==> src/sv/lpc_pkg.sv <==
// ----------------------------------------------------------------------------
// lpc_pkg
// Shared types and constants for the prefer-clean LRU replacement engine.
// ----------------------------------------------------------------------------
package lpc_pkg;

  // Fixed field widths of the stream payloads
  localparam int IN_DATA_W  = 16;
  localparam int OUT_DATA_W = 8;
  localparam int SET_IDX_W  = 6;
  localparam int HIT_WAY_W  = 3;
  localparam int VICTIM_W   = 3;
  localparam int STAMP_W    = 32;

  // Item kinds carried in tuser
  localparam logic MODE_ACCESS = 1'b0;
  localparam logic MODE_QUERY  = 1'b1;

  typedef enum logic [2:0] {
    ST_CLEAR,
    ST_IDLE,
    ST_SCAN,
    ST_DRAIN,
    ST_EMIT
  } lpc_state_t;

  // Controller to datapath
  typedef struct packed {
    logic clear_wr;     // write zero at the clear pointer
    logic access;       // access item taken this cycle
    logic query_start;  // query item taken this cycle
    logic scan_rd;      // read the next way of the query set
    logic out_load;     // load the result register
  } lpc_cmd_t;

  // Datapath to controller
  typedef struct packed {
    logic clear_last;      // clear pointer at the last entry
    logic scan_last;       // way counter at the last way
    logic query_in_range;  // offered set index exists
    logic out_free;        // result register can take a new result
  } lpc_status_t;

endpackage

==> src/sv/lpc_ctrl.sv <==
// ----------------------------------------------------------------------------
// lpc_ctrl
// Sequencer: clearing pass, item intake, way scan and result hand-off.
// ----------------------------------------------------------------------------
module lpc_ctrl (
  input  logic                clk,
  input  logic                rst,
  input  logic                in_valid,
  input  logic                in_mode,
  output logic                in_ready,
  input  lpc_pkg::lpc_status_t status,
  output lpc_pkg::lpc_cmd_t    cmd
);
  import lpc_pkg::*;

  lpc_state_t state;
  lpc_state_t state_next;

  always_ff @(posedge clk) begin
    if (rst) begin
      state <= ST_CLEAR;
    end else begin
      state <= state_next;
    end
  end

  // Next state
  always_comb begin
    state_next = state;
    unique case (state)
      ST_CLEAR: begin
        if (status.clear_last) begin
          state_next = ST_IDLE;
        end
      end
      ST_IDLE: begin
        if (in_valid && (in_mode == MODE_QUERY)) begin
          state_next = status.query_in_range ? ST_SCAN : ST_EMIT;
        end
      end
      ST_SCAN: begin
        if (status.scan_last) begin
          state_next = ST_DRAIN;
        end
      end
      ST_DRAIN: begin
        state_next = ST_EMIT;
      end
      ST_EMIT: begin
        if (status.out_free) begin
          state_next = ST_IDLE;
        end
      end
      default: begin
        state_next = ST_CLEAR;
      end
    endcase
  end

  // Outputs
  always_comb begin
    in_ready         = 1'b0;
    cmd              = '0;
    unique case (state)
      ST_CLEAR: begin
        cmd.clear_wr = 1'b1;
      end
      ST_IDLE: begin
        in_ready        = 1'b1;
        cmd.access      = in_valid && (in_mode == MODE_ACCESS);
        cmd.query_start = in_valid && (in_mode == MODE_QUERY);
      end
      ST_SCAN: begin
        cmd.scan_rd = 1'b1;
      end
      ST_DRAIN: begin
      end
      ST_EMIT: begin
        cmd.out_load = status.out_free;
      end
      default: begin
      end
    endcase
  end

`ifndef NO_ASSERTIONS
  // The scan covers every way: no early exit
  a_scan_holds: assert property (@(posedge clk) disable iff (rst)
    (state == ST_SCAN) && !status.scan_last |=> (state == ST_SCAN))
    else $error("scan left before the last way");

  // A query moves on to the scan, or for a missing set straight to the result state
  a_query_to_emit: assert property (@(posedge clk) disable iff (rst)
    cmd.query_start |=> (state == ST_SCAN) || (state == ST_EMIT))
    else $error("query not followed by scan or result");

  // Clearing pass completes before any item is taken
  a_no_intake_clearing: assert property (@(posedge clk) disable iff (rst)
    cmd.clear_wr |-> !cmd.access && !cmd.query_start)
    else $error("item taken during clearing pass");
`endif

endmodule

==> config.mk <==
export PLATFORM = sky130hd
export DESIGN_NAME = lpc_ctrl
export DESIGN_NICKNAME = d
export VERILOG_FILES = /design/src/sv/lpc_pkg.sv /design/src/sv/lpc_ctrl.sv
export SDC_FILE = /design/constraint.sdc
export NUM_CORES = 1
export LEC_CHECK = 0
export BUFFER_PORTS_ARGS = -buffer_cell sky130_fd_sc_hd__buf_2
export CAP_MARGIN = 10
export CELL_PAD_IN_SITES_DETAIL_PLACEMENT = 1
export CELL_PAD_IN_SITES_GLOBAL_PLACEMENT = 1
export CORE_AREA = 5 5 42 44
export DETAILED_ROUTE_END_ITERATION = 10
export DIE_AREA = 0 0 47 49
export GPL_TIMING_DRIVEN = 0
export PLACE_DENSITY_LB_ADDON = 0.1
export SYNTH_ARGS = -nofsm -noshare
export SYNTH_HDL_FRONTEND = slang
export SYNTH_SLANG_ARGS = --single-unit
export TNS_END_PERCENT = 5
==> constraint.sdc <==
create_clock -name clk -period 1.4 [get_ports clk]
set_input_delay 0.28 -clock clk [delete_from_list [all_inputs] [get_ports clk]]
set_output_delay 0.28 -clock clk [all_outputs]
set_load 0.02 [all_outputs]
==> results of run 1 <==
[worst max-delay path: stages (launching register included)]
cell,delay (ns)
dfxtp_4,0.35
nor2_4,0.11
nand2_2,0.08
nor3b_2,0.17
buf_4,0.16
[routing by layer]
metal / vias to the layer above / track usage [%] / part of all wire, %
li1: 134 / - / -
met4: 0 / 8.29 / 2.5
met5: - / 0 / 0
met1: 119 / 8.77 / 43
met2: 9 / 10.4 / 50
met3: 4 / 4.43 / 4.5
[power breakdown]
group	switching (mW)	total [mW]	internal, mW
Clock	0.0484	0.155	0.107
Combinational	0.0422	0.0812	0.0389
Sequential	0.0114	0.101	0.0898
[per-stage QoR]
step / setup TNS (ns) / hold slack [ns] / worst slack (ns) / util [%]
floorplan: 0 / 0.349 / 0.159 / -
global placement: 0 / 0.508 / 0.0976 / 21.3
detailed placement: 0 / 0.508 / 0.0674 / 21.3
CTS: -0.0219 / 0.237 / -0.0219 / 25.3
global route: -0.0683 / 0.251 / -0.0683 / 25.4
finish: 0 / 0.250 / 0.0130 / 25.4
[logic make-up after synthesis]
family                 count (synthesis)
AOI/OAI and AO/OA                      4
buffers and inverters                  2
DFF                                    3
muxes                                  1
and+or+nand+nor                       16
[cell type report]
type | count | area (um^2) | area share (%)
inverter | 1 | 3.75 | 1.05
tap | 16 | 20.0 | 5.61
clock buffer | 4 | 26.3 | 7.37
sequential | 3 | 68.8 | 19.3
timing repair buffer | 15 | 82.6 | 23.2
multi-input combinational | 21 | 155 | 43.5
[repair_timing]
action	in CTS	in global routing
pin swaps	2	1
setup buffers	2	0
resized for setup	8	1
setup endpoints to repair	4	1
[cells in the final DEF, fill, tap and decap left out, types with 2 or more instances in the layout]
cell,synthesis,final
buf_2,1,12
nor3_1,2,2
dfxtp_4,0,2
buf_4,0,3
or4b_1,2,2
clkbuf_4,0,3
[worst max-delay path by stage]
stage,start,endpoint,slack [ns],depth (start not counted)
2_1_floorplan,state[2],cmd[3],0.16,4
3_3_place_gp,state[2],cmd[3],0.1,5
3_5_place_dp,state[2],cmd[3],0.07,5
4_1_cts,state[2],cmd[3],-0.02,4
5_1_grt,state[2],cmd[3],-0.07,4
6_report,state[2],cmd[3],0.01,4
[synth_stat cells]
cell type / number / area share (%)
a211oi_1: 1 / 3.6
a21oi_1: 1 / 2.4
and2_1: 1 / 3.0
and3_2: 1 / 3.6
and3b_1: 1 / 4.2
buf_2: 1 / 2.4
dfxtp_1: 3 / 29
inv_1: 1 / 1.8
mux2i_1: 1 / 4.8
nand2_1: 2 / 3.6
nand2b_1: 1 / 3.0
nand4b_1: 1 / 4.2
nor2_1: 2 / 3.6
nor2b_1: 1 / 3.0
nor3_1: 2 / 4.8
nor3b_1: 1 / 3.6
o21ai_0: 1 / 2.4
o311ai_1: 1 / 4.2
or4_1: 1 / 3.6
or4b_1: 2 / 9.6
==> reports/metrics.cfg, run 1 <==
[drt]
drt_wl_total_um = 757
routed_via_density = 4.43
detail-route-antenna-nets = 0
num_vias = 266
drtIter0Drc = 7
wl_per_cell_um = 12.6
firstDrtPassIters = 2
drc_errors = 0

[power]
total_power_mw = 0.338
p_leak_nw = 0.165
power_density_nw_per_um2 = 948
ir_worst_vdd_mv = 0.174

[setup_path]
critPathKind = flip-flop to output pin
crit_arrival_ns = 1.11
rrSetupSlack_ns = 0.18
crit_fanout = 3
r2r-start = state[2]
worstSetupStartpointType = flip-flop
r2r_end = state[0]
rr_worst_depth = 4
cp-end-kind = output pin
required_ns = 1.12

[sta]
max-slew-margin-rel_pct = 84.0
layout_worst_path_cycle_share_pct = 99.1
worstMarginPinSlew_ns = 0.236
fin_crit_ns = 1.39
setup_violations = 0
rsz0062_at_grt = true
fmax_mhz = 721
skew_ns = 0.00345
slew_viol_final = 0
hold_viol_final = 0

[synthesis]
synth_cells = 26
synth.area.mux_share_pct = 4.79
synth_area_um2 = 209
avgSynthCellArea_um2 = 8.04
synth_adder_area_share_pct = 0
synthSimpleGateAreaFrac_pct = 49.7
synth_xor_area_share_pct = 0
synth_top_family_by_area = simple AND/OR/NAND/NOR gates
ys_seq_area_share_pct = 28.7
synth_compound_area_share_pct = 12.6
yosysUniqueCellTypes = 20
ys_ff_latch = 3
synth_nets = 34
ys_warn_count = 0

[global_routing]
grt_max_degree = 10
grt_pass1_vias = 300
grt_pass1_wl_um = 1240
grt_usage_pct = 8.16
antenna_found_initial = 0
grt.overflow.total = 0

[placement]
dp_hpwl_um = 567
place_inst = 55
dpl_cell_area_um2 = 299
portBuffers = 13
place_congestion = 0.624

[cells_and_area]
stdcell_area_um2 = 357
num-fill-cells = 180
syn2layout_area_growth_pct = 70.7
largest_register_ffs = 3
top_regs = state (3)
fin_cells = 60
drive_gt1_share_pct = 56.8
nets = 53
top_register = state
num_antenna_cells = 0

[die]
chipWidth_um = 47
core_area_um2 = 1400
io-pin-count = 14
die-area_um2 = 2300
chipHeight_um = 49
start_util_pct = 14.9
row_count = 14

[cts]
cts_inserted_buffers = 3
insertion_delay_ns = 0.24
clock-sinks = 3
cts_max_path_buffers = 2
postCtsHoldBufs = 0
cts_tree = done
clk_pin_slew_ns = 0.03
htreeDepth = 1
ctsRootBufferMaster = clkbuf_4

[job]
cap_violations = 0

[hold_path]
holdCritStartpoint = rst
holdCritPathClass = input port to flip-flop
holdPathEnd = state[2]
whs_path_depth = 2

[run_status]
status = completed

(Power assumes the default switching activity.)
==> run 2, diff against run 1 <==
ABC_AREA = 1   (was default)
==> run 2 against run 1 <==
Net effect: cell area up 32%; wire length is 12% higher; non-clock buffer count grew 8; worst hold slack improved by 0.054 ns; critical path depth is 1 higher; die area is the same; fmax is 0.93% lower; highest routed layer unchanged; final cell count rose by 43%; area after synthesis is 28% higher; global-route usage rose by 0.34 points.
==> reports/metrics.cfg, run 2 <==
[run_status]
status = completed

[die]
chipHeight_um = 49  ; unchanged
core_area_um2 = 1400  ; unchanged
die-area_um2 = 2300  ; unchanged
io-pin-count = 14  ; unchanged
start_util_pct = 19.0  ; +4.1 points
row_count = 14  ; unchanged
chipWidth_um = 47  ; unchanged

[power]
power_density_nw_per_um2 = 2150  ; +130%
ir_worst_vdd_mv = 0.427  ; +150%
p_leak_nw = 0.252  ; +53%
total_power_mw = 1.01  ; +200%

[sta]
fmax_mhz = 714  ; -0.93%
rsz0062_at_grt = true
hold_viol_final = 0  ; unchanged
fin_tns_setup_ns = 0  ; unchanged
fin_crit_ns = 1.40  ; +0.0130 ns
skew_ns = 0.00486  ; +0.00142 ns
setup_violations = 0  ; unchanged
worstMarginPinSlew_ns = 0.204  ; -0.0322 ns
slew_viol_final = 0  ; unchanged
max-slew-margin-rel_pct = 86.3  ; +2.3 points
layout_worst_path_cycle_share_pct = 100  ; +0.93 points

[setup_path]
required_ns = 1.12  ; about the same
crit_arrival_ns = 1.12  ; about the same
slowest_delay_ns = 0.38  ; +0.03 ns
slowest_stage = dfxtp_4
crit_chain = inv_4 > nor3_4 > nand2_1 > nor2_1 > buf_4
crit_fanout = 5  ; +2
worstSetupStartpointType = flip-flop
critPathKind = flip-flop to output pin
cp-end-kind = output pin

[cts]
ctsRootBufferMaster = clkbuf_4
cts_max_path_buffers = 2  ; unchanged
clk_pin_slew_ns = 0.04  ; about the same
insertion_delay_ns = 0.23  ; about the same
htreeDepth = 1  ; unchanged
postCtsHoldBufs = 0  ; unchanged
clock-sinks = 3  ; unchanged
cts_tree = done
cts_inserted_buffers = 3  ; unchanged

[global_routing]
grt_pass1_vias = 370  ; +23%
grt_pass1_wl_um = 1450  ; +17%
antenna_found_initial = 0  ; unchanged
grt.overflow.total = 0  ; unchanged
grt_usage_pct = 8.50  ; +0.34 points
grt_max_degree = 8  ; -2

[cells_and_area]
syn2layout_area_growth_pct = 76.5
nets = 79  ; +49%
drive_gt1_share_pct = 50.0  ; -6.8 points
top_register = state
num_antenna_cells = 0  ; unchanged
largest_register_ffs = 3  ; unchanged
layout_commonest_cell = buf_4
final_cell_mix = buf_4, nand2_1, nor2_1, buf_2, inv_1
top_regs = state (3)

[drt]
num_vias = 368  ; +38%
firstDrtPassIters = 3  ; +1
wl_per_cell_um = 9.84  ; -22%
drtIter0Drc = 3  ; -4
routed_via_density = 4.28  ; -3.5%
detail-route-antenna-nets = 0  ; unchanged
drc_errors = 0  ; unchanged
drt_wl_total_um = 846  ; +12%

[synthesis]
yosys-top-cells-count = nand2_1, nor2_1, inv_1
async_reset_ff_share_pct = 0  ; unchanged
ys_seq_area_share_pct = 22.5  ; -6.2 points
netlist.area_leader.share_pct = 22.5  ; -6.2 points
ys_ff_latch = 3  ; unchanged
synth_area_leaders = dfxtp_1, nand2_1, nor2_1
synth_area_um2 = 267  ; +28%
synth_edf_count = 0  ; unchanged
synth-main-ff-cell = dfxtp_1
synth_cells = 45  ; +73%
synth_top_area_cell = dfxtp_1
yosysUniqueCellTypes = 17  ; -15%
avgSynthCellArea_um2 = 5.92  ; -26%
synth_nets = 53  ; +56%
ys_warn_count = 0  ; unchanged

[placement]
dp_hpwl_um = 605  ; +6.7%
place_congestion = 0.648  ; +3.8%
portBuffers = 13  ; unchanged

[hold_path]
holdCritPathClass = input port to flip-flop

[job]
cap_violations = 0  ; unchanged

## run 2: cell families (layout without fill, tap and decap cells)
group	Yosys count	in the layout	synth area share (%)
AND/OR/NAND/NOR	33	33	60.1
buffers and inverters	8	33	15.5
flip-flops	3	3	22.5
AO/OA/AOI/OAI	1	1	1.88
## run 2: worst max-delay path: cells and delay by family, from the launching register on
kind | cells | cell delay, ns
buffers and inverters | 2 | 0.19
AND/OR/NAND/NOR | 3 | 0.32
flip-flops | 1 | 0.38
## run 2: worst paths after layout
kind / start / endpoint / slack, ns / cells past startpoint
hold / removal: rst / state[2] / 0.30 / 4
setup reg to reg: state[1] / state[0] / 0.15 / 9
setup / recovery: state[0] / cmd[3] / 0.000006 / 5
hold reg to reg: state[0] / state[0] / 0.56 / 2
## run 2: report_power, final
group | switching [mW] | internal, mW
clock network | 0.0435 | 0.107
registers | 0.0574 | 0.132
logic | 0.353 | 0.321
## run 2: stage by stage
stage / worst slack (ns) / util (%) / cell area [um^2] / hold WS, ns / cells
after floorplan: -0.0595 / - / 273 / 0.447 / 45
after global placement: 0.0721 / 25.5 / 358 / 0.554 / 74
after detailed placement: 0.0585 / 25.5 / 358 / 0.557 / 74
after CTS: -0.0548 / 33.2 / 465 / 0.299 / 86
after global routing: -0.0809 / 33.6 / 470 / 0.313 / 86
final: 0.00000633 / 33.6 / 470 / 0.305 / 86
## run 2: area by class of cell
cell class	instances	area, um^2
Multi-Input combinational cell	34	176
Fill cell	190	931
Clock buffer	4	26.3
Timing Repair Buffer	22	144
Sequential cell	3	67.6
Buffer	1	11.3
Inverter	6	25.0
Tap cell	16	20.0
## run 2: timing repair
item,4_1_cts,5_1_grt
endpoints found under the hold margin,0,0
pin swaps,4,3
setup endpoints to repair,5,6
gates resized for setup,7,4
cloned,0,0
setup buffers,8,1
## run 2: routing by layer
metal | global-route usage, % | part of all wire [%]
met5 | 0 | 0
met4 | 5.53 | 1.7
met3 | 1.48 | 7.6
met2 | 12.7 | 45
met1 | 10.7 | 46
==> run 3, diff against run 2 <==
PLACE_DENSITY = 0.62   (was default)
PLACE_DENSITY_LB_ADDON = default   (was 0.1)
==> run 3 against run 2 <==
Net effect: the run now ends with setup timing left; final cell count shrank 3.5%; utilization is 1.2 points lower; via count increased by 0.82%; clock skew shrank 0.0014 ns; critical path depth unchanged; combinational power down 2%; power fell by 3.9%; sequential power decreased by 10%.
==> reports/metrics.cfg, run 3 (synthesized netlist as in run 2, its figures left out) <==
[setup_path]
slowest_stage = dfxtp_2
worstSetupStartpointType = flip-flop
cp-end-kind = output pin
slowest_delay_ns = 0.31  ; -0.07 ns
path_buf_inv = 2  ; unchanged
rr_worst_depth = 9  ; unchanged
critical-path-top-delay-family = simple AND/OR/NAND/NOR gates
crit_arrival_ns = 1.14  ; +0.02 ns
cp.depth = 5  ; unchanged
crit_fanout = 7  ; +2
critPathKind = flip-flop to output pin
required_ns = 1.12  ; about the same
crit_chain = buf_6 > nor3_4 > nand2_1 > nor2_1 > buf_4

[die]
chipHeight_um = 49  ; unchanged
io-pin-count = 14  ; unchanged
core_area_um2 = 1400  ; unchanged
die-area_um2 = 2300  ; unchanged
start_util_pct = 19.0  ; unchanged
row_count = 14  ; unchanged
chipWidth_um = 47  ; unchanged

[cts]
cts_tree = done
clk_pin_slew_ns = 0.04  ; about the same
insertion_delay_ns = 0.23  ; about the same
clock-sinks = 3  ; unchanged
htreeDepth = 1  ; unchanged
ctsRootBufferMaster = clkbuf_4
cts_max_path_buffers = 2  ; unchanged
postCtsHoldBufs = 0  ; unchanged
cts_inserted_buffers = 3  ; unchanged

[sta]
fin_ws_ns = -0.0240  ; -0.0240 ns
skew_ns = 0.00351  ; -0.00135 ns
slew_viol_final = 0  ; unchanged
layout_worst_path_cycle_share_pct = 102  ; +1.7 points
hold_viol_final = 0  ; unchanged
max-slew-margin-rel_pct = 86.4  ; +0.090 points
rsz0062_at_grt = true
worstMarginPinSlew_ns = 0.202  ; -0.00210 ns
fmax_mhz = 702  ; -1.7%
setup_violations = 1  ; +1
fin_crit_ns = 1.42  ; +0.0240 ns
holdWs_ns = 0.313  ; +0.00878 ns

[power]
p_leak_nw = 0.237  ; -6.1%
power_density_nw_per_um2 = 2140  ; -0.47%
ir_worst_vdd_mv = 0.545  ; +28%

[drt]
drtIter0Drc = 3  ; unchanged
m1WireLength_um = 383  ; -1.5%
drc_errors = 0  ; unchanged
dr_wl_met2_um = 495  ; +31%
drt_wl_total_um = 896  ; +5.9%
num_vias = 371  ; +0.82%
routed_via_density = 4.47  ; +4.5%
detail-route-antenna-nets = 0  ; unchanged
firstDrtPassIters = 4  ; +1
wl_per_cell_um = 10.8  ; +9.7%
highest_layer = met3
met3_length_um = 16  ; -75%

[global_routing]
grt.overflow.total = 0  ; unchanged
grt_usage_pct = 7.89  ; -0.62 points
grt_pass1_vias = 370  ; unchanged
grt_pass1_wl_um = 1410  ; -2.9%
grt_max_degree = 10  ; +2
antenna_found_initial = 0  ; unchanged

[run_status]
status = finished, violations left
violations = setup timing

[placement]
dpl_cell_area_um2 = 358  ; unchanged
portBuffers = 13  ; unchanged
dp_hpwl_um = 642  ; +6.2%
place_congestion = 0.665  ; +2.7%

[cells_and_area]
top_register = state
stdcell_area_um2 = 454  ; -3.5%
nets = 76  ; -3.8%
top_regs = state (3)
syn2layout_area_growth_pct = 70.4
final_cell_mix = nand2_1, nor2_1, buf_2, buf_4
largest_register_ffs = 3  ; unchanged
num_antenna_cells = 0  ; unchanged
num-fill-cells = 194  ; +2.1%
drive_gt1_share_pct = 50.7  ; +0.75 points

[job]
cap_violations = 0  ; unchanged

[hold_path]
whs_path_depth = 4  ; unchanged
holdCritPathClass = input port to flip-flop

-- run 3: metal layers --
metal	global-route usage, %	vias to the layer above
met1	8.79	176
li1	-	186
met3	1.11	0
met5	0	-
met4	2.76	0
met2	14.3	9
-- run 3: layout make-up --
class | count | area (um^2) | area share (%)
buffer | 2 | 22.5 | 4.96
clock buffer | 4 | 26.3 | 5.79
inverter | 6 | 25.0 | 5.51
multi-input combinational | 34 | 183 | 40.2
sequential | 3 | 65.1 | 14.3
tap | 16 | 20.0 | 4.41
timing repair buffer | 18 | 113 | 24.8
-- run 3: path summary, 6_finish.rpt --
kind	to	from	slack, ns
min	state[0]	rst	0.31
max reg2reg	state[1]	state[2]	0.10
max	cmd[3]	state[1]	-0.02
min reg2reg	state[1]	state[1]	0.61
-- run 3: tightest hold or removal path: cells and delay by family --
kind | cells | cell delay [ns]
buffers and inverters | 2 | 0.13
AND/OR/NAND/NOR | 2 | 0.09
-- run 3: through the flow --
step | TNS (ns) | setup WS [ns] | power, mW | std cells | utilization (%)
after detailed placement | 0 | 0.0805 | 0.680 | 74 | 25.5
after CTS | -0.146 | -0.0502 | 0.954 | 82 | 30.6
after floorplan | -0.116 | -0.0595 | 0.552 | 45 | -
after global routing | -0.187 | -0.0895 | 1.05 | 83 | 32.4
after global placement | 0 | 0.0908 | 0.673 | 74 | 25.5
final | -0.0240 | -0.0240 | 0.973 | 83 | 32.4
-- run 3: report_power, final --
part | switching [mW] | internal [mW] | leakage, nW
sequential | 0.0415 | 0.129 | 0.0258
clock | 0.0394 | 0.106 | 0.0150
combinational | 0.371 | 0.286 | 0.196
-- run 3: what timing repair did --
item                                    CTS  global route
resized for setup                         7             5
buffers inserted                          4             1
cloned                                    0             0
endpoints found under the setup margin    5             5
pin swaps                                 4             3
